--- src/rtl/ftl_pkg.sv ---
// ----------------------------------------------------------------------------
// ftl_pkg
// Shared types and constants of the fixed-step tick limiter.
// ----------------------------------------------------------------------------
package ftl_pkg;

    localparam int ELAPSED_W = 32;
    localparam int SCALE_W   = 16;
    localparam int TICKS_W   = 16;
    localparam int ACC_W     = 40;
    localparam int PROD_W    = ELAPSED_W + SCALE_W;
    localparam int SCALE_FRAC_W = 8;
    localparam int STEP_W    = 32;
    localparam int MAX_W     = 16;
    localparam int DIV_STEPS = ACC_W;
    localparam int CNT_W     = $clog2(DIV_STEPS);

    localparam logic [STEP_W-1:0] STEP_SIZE_RESET    = 32'd1092;
    localparam logic [MAX_W-1:0]  MAX_CATCH_UP_RESET = 16'd8;

    localparam logic REG_STEP_SIZE    = 1'b0;
    localparam logic REG_MAX_CATCH_UP = 1'b1;

    typedef enum logic [1:0] {
        OP_ADVANCE = 2'd0,
        OP_PAUSE   = 2'd1,
        OP_RUN     = 2'd2,
        OP_STEP    = 2'd3
    } op_t;

    typedef enum logic [2:0] {
        ST_IDLE,
        ST_MUL,
        ST_ADD,
        ST_DIV,
        ST_FIN
    } state_t;

    typedef struct packed {
        logic load;
        logic mul;
        logic add;
        logic div_step;
        logic commit;
    } cmd_t;

    typedef struct packed {
        logic needs_div;
        logic out_free;
    } sts_t;

endpackage

--- src/rtl/fixed_step_tick_limiter.sv ---
// ----------------------------------------------------------------------------
// fixed_step_tick_limiter
// Fixed-timestep accumulator with a catch-up limit and a single-step request.
// ----------------------------------------------------------------------------
// Each transaction on the input stream produces exactly one output
// transaction. Items are handled one at a time: pause, run and step-request
// items skip the multiply, add and divide phases, while an advance item that
// is running with a nonzero scale passes through all of them, including the
// restoring divider that finds the whole steps in the 40-bit accumulator.
// A finished result waits in the output register, and the next item is taken
// while it waits. Configuration writes are always accepted and must only be
// issued while the block is idle.
module fixed_step_tick_limiter (
    input  logic        clk,
    input  logic        rst_n,
    input  logic        cfg_valid,
    output logic        cfg_ready,
    input  logic        cfg_index,
    input  logic [31:0] cfg_data,
    input  logic        s_axis_tvalid,
    output logic        s_axis_tready,
    input  logic [47:0] s_axis_tdata,   // elapsed[31:0], scale[47:32]
    input  logic [1:0]  s_axis_tuser,   // op[1:0]
    output logic        m_axis_tvalid,
    input  logic        m_axis_tready,
    output logic [63:0] m_axis_tdata    // ticks[15:0], paused[16], accumulated[56:17]
);
    import ftl_pkg::*;

    cmd_t               cmd;
    sts_t               sts;
    logic [TICKS_W-1:0] ticks;
    logic               paused;
    logic [ACC_W-1:0]   accumulated;

    assign cfg_ready = 1'b1;

    ftl_ctrl u_ctrl (
        .clk      (clk),
        .rst_n    (rst_n),
        .in_valid (s_axis_tvalid),
        .in_ready (s_axis_tready),
        .sts      (sts),
        .cmd      (cmd)
    );

    ftl_dp u_dp (
        .clk             (clk),
        .rst_n           (rst_n),
        .cmd             (cmd),
        .sts             (sts),
        .cfg_we          (cfg_valid && cfg_ready),
        .cfg_index       (cfg_index),
        .cfg_data        (cfg_data),
        .in_op           (op_t'(s_axis_tuser)),
        .in_elapsed      (s_axis_tdata[31:0]),
        .in_scale        (s_axis_tdata[47:32]),
        .out_valid       (m_axis_tvalid),
        .out_ready       (m_axis_tready),
        .out_ticks       (ticks),
        .out_paused      (paused),
        .out_accumulated (accumulated)
    );

    assign m_axis_tdata = {7'd0, accumulated, paused, ticks};

    // A paused block always holds an empty accumulator.
    assert property (@(posedge clk) disable iff (!rst_n)
        m_axis_tvalid && paused |-> accumulated == '0)
        else $error("paused result with nonzero accumulator");

    // Only one item is in work at a time.
    assert property (@(posedge clk) disable iff (!rst_n)
        s_axis_tvalid && s_axis_tready |=> !s_axis_tready)
        else $error("input accepted while an item is in work");

endmodule

--- src/rtl/ftl_ctrl.sv ---
// ----------------------------------------------------------------------------
// ftl_ctrl
// Sequencer: accepts one item, steps the multiply, add and divide phases if
// it needs a division, and commits the result once the output register is free.
// ----------------------------------------------------------------------------
module ftl_ctrl (
    input  logic          clk,
    input  logic          rst_n,
    input  logic          in_valid,
    output logic          in_ready,
    input  ftl_pkg::sts_t sts,
    output ftl_pkg::cmd_t cmd
);
    import ftl_pkg::*;

    state_t           state_reg, state_next;
    logic [CNT_W-1:0] cnt_reg, cnt_next;

    always_ff @(posedge clk or negedge rst_n)
    begin
        if (!rst_n)
        begin
            state_reg <= ST_IDLE;
            cnt_reg   <= '0;
        end
        else
        begin
            state_reg <= state_next;
            cnt_reg   <= cnt_next;
        end
    end

    always_comb
    begin
        state_next = state_reg;
        cnt_next   = cnt_reg;
        cmd        = '0;
        in_ready   = 1'b0;
        unique case (state_reg)
            ST_IDLE:
            begin
                in_ready = 1'b1;
                if (in_valid)
                begin
                    cmd.load   = 1'b1;
                    state_next = ST_MUL;
                end
            end
            ST_MUL:
            begin
                if (sts.needs_div)
                begin
                    cmd.mul    = 1'b1;
                    state_next = ST_ADD;
                end
                else
                begin
                    state_next = ST_FIN;
                end
            end
            ST_ADD:
            begin
                cmd.add    = 1'b1;
                cnt_next   = '0;
                state_next = ST_DIV;
            end
            ST_DIV:
            begin
                cmd.div_step = 1'b1;
                cnt_next     = cnt_reg + CNT_W'(1);
                if (cnt_reg == CNT_W'(DIV_STEPS - 1))
                begin
                    state_next = ST_FIN;
                end
            end
            ST_FIN:
            begin
                if (sts.out_free)
                begin
                    cmd.commit = 1'b1;
                    state_next = ST_IDLE;
                end
            end
            default:
            begin
                state_next = ST_IDLE;
            end
        endcase
    end

endmodule

--- src/rtl/ftl_dp.sv ---
// ----------------------------------------------------------------------------
// ftl_dp
// Datapath: configuration and mode registers, scale multiplier, saturating
// accumulator, restoring divider and the output register.
// ----------------------------------------------------------------------------
module ftl_dp (
    input  logic                         clk,
    input  logic                         rst_n,
    input  ftl_pkg::cmd_t                cmd,
    output ftl_pkg::sts_t                sts,
    input  logic                         cfg_we,
    input  logic                         cfg_index,
    input  logic [31:0]                  cfg_data,
    input  ftl_pkg::op_t                 in_op,
    input  logic [ftl_pkg::ELAPSED_W-1:0] in_elapsed,
    input  logic [ftl_pkg::SCALE_W-1:0]  in_scale,
    output logic                         out_valid,
    input  logic                         out_ready,
    output logic [ftl_pkg::TICKS_W-1:0]  out_ticks,
    output logic                         out_paused,
    output logic [ftl_pkg::ACC_W-1:0]    out_accumulated
);
    import ftl_pkg::*;

    logic [STEP_W-1:0]    step_reg;
    logic [MAX_W-1:0]     max_reg;
    logic                 run_reg, run_next;
    logic                 pend_reg, pend_next;
    logic [ACC_W-1:0]     acc_reg, acc_next;
    logic                 out_valid_reg;

    op_t                  op_reg;
    logic [ELAPSED_W-1:0] elapsed_reg;
    logic [SCALE_W-1:0]   scale_reg;
    logic [PROD_W-1:0]    prod_reg;
    logic [ACC_W-1:0]     quo_reg;
    logic [STEP_W-1:0]    rem_reg;
    logic [TICKS_W-1:0]   ticks_reg, ticks_next;
    logic                 paused_reg;
    logic [ACC_W-1:0]     acc_out_reg;

    logic [STEP_W-1:0]    step_eff;
    logic [ACC_W:0]       sum;
    logic [ACC_W-1:0]     sum_sat;
    logic [STEP_W:0]      trial;
    logic                 fits;
    logic [MAX_W-1:0]     req;
    logic [MAX_W-1:0]     cap;
    logic                 over_cap;

    assign step_eff = (step_reg == '0) ? STEP_W'(1) : step_reg;
    assign sum      = {1'b0, acc_reg} + {1'b0, prod_reg[PROD_W-1:SCALE_FRAC_W]};
    assign sum_sat  = sum[ACC_W] ? {ACC_W{1'b1}} : sum[ACC_W-1:0];
    assign trial    = {rem_reg, quo_reg[ACC_W-1]};
    assign fits     = trial >= {1'b0, step_eff};

    assign req      = MAX_W'(pend_reg);
    assign cap      = (req >= max_reg) ? '0 : (max_reg - req);
    assign over_cap = quo_reg > ACC_W'(cap);

    assign sts.needs_div = (op_reg == OP_ADVANCE) && run_reg && (scale_reg != '0);
    assign sts.out_free  = !out_valid_reg || out_ready;

    always_comb
    begin
        run_next   = run_reg;
        pend_next  = pend_reg;
        acc_next   = acc_reg;
        ticks_next = '0;
        unique case (op_reg)
            OP_ADVANCE:
            begin
                pend_next  = 1'b0;
                ticks_next = req;
                if (sts.needs_div)
                begin
                    if (over_cap)
                    begin
                        acc_next   = '0;
                        ticks_next = req + cap;
                    end
                    else
                    begin
                        acc_next   = ACC_W'(rem_reg);
                        ticks_next = req + quo_reg[TICKS_W-1:0];
                    end
                end
            end
            OP_PAUSE:
            begin
                run_next = 1'b0;
                acc_next = '0;
            end
            OP_RUN:
            begin
                run_next = 1'b1;
            end
            OP_STEP:
            begin
                pend_next = 1'b1;
            end
            default:
            begin
                run_next = run_reg;
            end
        endcase
    end

    always_ff @(posedge clk or negedge rst_n)
    begin
        if (!rst_n)
        begin
            step_reg      <= STEP_SIZE_RESET;
            max_reg       <= MAX_CATCH_UP_RESET;
            run_reg       <= 1'b0;
            pend_reg      <= 1'b0;
            acc_reg       <= '0;
            out_valid_reg <= 1'b0;
        end
        else
        begin
            if (cfg_we)
            begin
                unique case (cfg_index)
                    REG_STEP_SIZE:    step_reg <= cfg_data[STEP_W-1:0];
                    REG_MAX_CATCH_UP: max_reg  <= cfg_data[MAX_W-1:0];
                    default:          step_reg <= step_reg;
                endcase
            end
            if (cmd.commit)
            begin
                run_reg       <= run_next;
                pend_reg      <= pend_next;
                acc_reg       <= acc_next;
                out_valid_reg <= 1'b1;
            end
            else if (out_ready)
            begin
                out_valid_reg <= 1'b0;
            end
        end
    end

    always_ff @(posedge clk)
    begin
        if (cmd.load)
        begin
            op_reg      <= in_op;
            elapsed_reg <= in_elapsed;
            scale_reg   <= in_scale;
        end
        if (cmd.mul)
        begin
            prod_reg <= PROD_W'(elapsed_reg) * PROD_W'(scale_reg);
        end
        if (cmd.add)
        begin
            quo_reg <= sum_sat;
            rem_reg <= '0;
        end
        else if (cmd.div_step)
        begin
            quo_reg <= {quo_reg[ACC_W-2:0], fits};
            rem_reg <= fits ? STEP_W'(trial - {1'b0, step_eff}) : trial[STEP_W-1:0];
        end
        if (cmd.commit)
        begin
            ticks_reg   <= ticks_next;
            paused_reg  <= !run_next;
            acc_out_reg <= acc_next;
        end
    end

    assign out_valid       = out_valid_reg;
    assign out_ticks       = ticks_reg;
    assign out_paused      = paused_reg;
    assign out_accumulated = acc_out_reg;

endmodule

--- config.mk ---
export PLATFORM = sky130hd
export DESIGN_NAME = fixed_step_tick_limiter
export DESIGN_NICKNAME = d
export VERILOG_FILES = /design/src/rtl/ftl_pkg.sv /design/src/rtl/fixed_step_tick_limiter.sv /design/src/rtl/ftl_ctrl.sv /design/src/rtl/ftl_dp.sv
export SDC_FILE = /design/constraint.sdc
export NUM_CORES = 2
export LEC_CHECK = 0
export CAP_MARGIN = 10
export CORE_MARGIN = 5
export CORE_UTILIZATION = 31
export CTS_BUF_LIST = sky130_fd_sc_hd__clkbuf_8
export DETAILED_ROUTE_END_ITERATION = 7
export DONT_BUFFER_PORTS = 1
export GPL_ROUTABILITY_DRIVEN = 0
export PLACE_DENSITY = 0.45
export SYNTH_ARGS = -nofsm -noshare
export SYNTH_HDL_FRONTEND = slang
export SYNTH_SLANG_ARGS = --single-unit
--- constraint.sdc ---
create_clock -name clk -period 10.05 [get_ports clk]
set_clock_uncertainty 0.15 [all_clocks]
set_input_delay 2.01 -clock clk [delete_from_list [all_inputs] [get_ports clk]]
set_output_delay 2.01 -clock clk [all_outputs]
set_load 0.01 [all_outputs]
==> results.yml <==
final_layout:
  syn_to_final_growth_pct: 8.64
  drive_gt1_share_pct: 6.91
  fin_area_um2: 36000
  final_common_cell: "inv_1"
  fillerInstances: 11100
  layout_common_cells: "inv_1 (556), nand2_1 (505), fa_1 (419)"
  final_nets: 4123
  final_cell_count_no_fill: 4866
critical_path:
  worst-path-buf-inv: 4
  max_stage_delay_ns: 1.17
  critPathCaptureType: "flip-flop"
  startpoint_type: "flip-flop"
  critPathMaxFanout: 21
  crit_family: "adder cells"
  slowest_stage: "edfxtp_1"
  crit_chain: "buf_4, nand2_1, fa_1, fa_1, fa_1, inv_1, fa_1, fa_1, inv_1, fa_1, inv_1, ha_1, a21oi_1, o21ai_0, o21a_1, a211o_2, a41o_1, a31o_2, a21oi_1, o21a_1, o41ai_2, xor2_1"
  critPathRequiredTime_ns: 10.29
  crit_top_cell: "fa_1"
  critical_path_arrival_ns: 8.10
  worst-setup-path-type: "flip-flop to flip-flop"
grt:
  overflow: 0
  grt_pass1_wl_mm: 148
  grt_pass1_vias: 25000
  grtUsageTotal_pct: 16.7
  grt_max_degree: 101
  antenna_found_initial: 4
synth:
  ys.flop_type: "edfxtp_1"
  avgSynthCellArea_um2: 9.60
  syn_inst: 3451
  yosysWarnings: 0
  synth-edff-count: 187
  seq_area_frac_synth_pct: 26.4
  async_flop_share_pct: 31.3
  synth-seq-cells: 319
  syn-cell-area_um2: 33100
  yosys.cell_types.count: 95
sta:
  period_needed_ns: 7.86
  worst_pin_slew_ns: 1.24
  finalHoldViolCount: 0
  slew_violations: 0
  tns_ns: 0
  finalCritPeriodShare_pct: 78.2
  fmax_mhz: 127
  rsz0062_at_grt: "false"
  slew-limit-headroom_pct: 17.6
  setup_viol: 0
  whs_ns: 0.353
route:
  wl_mm: 93.8
  drt-vias-per-instance: 4.81
  first_pass_iters: 7
  vias: 23400
  drt_iter0_markers: 1511
  top_layer_used: "met4"
  wl_met3_mm: 4.69
  drc: 0
  met2WireLength_mm: 41.4
  ant_nets: 0
  wl_per_cell_um: 19.3
  drt-met1-wl_mm: 45.7
floorplanning:
  rows: 120
  die_h_um: 337
  die_w_um: 337
  core-area_um2: 107000
  io_pins: 155
  die_area_um2: 114000
  initial_core_util_pct: 31.1
placement:
  port_buffers: 0
  dp_hpwl_mm: 70.2
  dp_cells: 4734
  placed_area_um2: 34500
min_path:
  hold_path.class: "flip-flop to flip-flop"
clocking:
  clock_latency_ns: 0.71
  hold_buffers: 0
  h-tree-depth: 3
  cts_buffers: 69
  cts.sinks: 319
  cts_resized: 0
  cts_setup_buffers: 0
  ctsLongestPathBuffers: 3
  root_buffer: "clkbuf_8"
  cts_tree: "built"
  clk_pin_slew_ns: 0.06
run_status:
  status: "finished, final reports clean"
job:
  maxCapViolCount: 0
-- stage by stage --
step | setup WS, ns | util, %
after floorplan | 3.37 | -
after global placement | 2.29 | 32.4
after detailed placement | 2.16 | 32.4
after CTS | 2.10 | 33.8
after global routing | 1.56 | 33.8
final | 2.19 | 33.8
-- synth_stat cells (52+ instances only) --
library cell	number	area, um2
nor2_1	123	462
a21oi_1	130	651
inv_1	536	2010
mux2_2	52	586
ha_1	214	2680
dfrtp_1	96	2400
nand2_1	505	1900
a21o_1	57	428
fa_1	419	8390
edfxtp_1	187	5620
and2_1	234	1460
xnor2_1	84	736
o21ai_0	150	751
clkbuf_1	134	503
-- tightest hold or removal path, stage by stage, from the launching register on --
cell,delay (ns)
dfrtp_1,0.36
nand2_1,0.06
nand2_1,0.05
-- logic make-up (layout without fill, tap and decap cells) --
logic type / Yosys count / after routing / share of synthesized area (%)
DFF: 319 / 319 / 26.4
other: 2 / 12 / 0.0227
adders and majority gates: 633 / 633 / 33.4
buffers and inverters: 698 / 700 / 8.13
xor gates and xnor gates: 122 / 122 / 3.22
and+or+nand+nor: 1053 / 1053 / 15.2
muxes: 89 / 89 / 2.98
AOI/OAI and AO/OA: 535 / 535 / 10.6
-- path summary, 6_finish.rpt --
check | from | endpoint | slack (ns) | cells after the start
max | u_dp.scale_reg[3] | u_dp.prod_reg[39] | 2.19 | 22
min | u_ctrl.cnt_reg[1] | u_ctrl.cnt_reg[1] | 0.35 | 2
max reg2reg | u_dp.scale_reg[3] | u_dp.prod_reg[39] | 2.19 | 22
min reg2reg | u_ctrl.cnt_reg[1] | u_ctrl.cnt_reg[1] | 0.35 | 2
max in group asynchronous | rst_n | u_dp.acc_reg[36] | 8.63 | 0
min in group asynchronous | rst_n | u_dp.step_reg[9] | 0.85 | 0
-- per-layer routing --
metal / vias up / GRT usage [%]
met3: 120 / 3.05
met5: - / 0
met1: 11700 / 24.1
met4: 0 / 4.15
li1: 11100 / -
met2: 511 / 26.1
-- final cells by class --
| class | count | area (um2) | area share [%] |
|---|---|---|---|
| multi-input cells | 2440 | 21700 | 60.4 |
| flip-flops and latches | 319 | 8760 | 24.3 |
| inverters | 538 | 2020 | 5.62 |
| well taps | 1403 | 1760 | 4.88 |
| clock buffers | 79 | 1090 | 3.02 |
| clock inverters | 49 | 363 | 1.01 |
| repair buffers | 34 | 255 | 0.709 |
| diodes | 4 | 10.0 | 0.0278 |
Power is not shown: default switching activity piles up to over one toggle a cycle in this logic, so the estimate is an artifact.
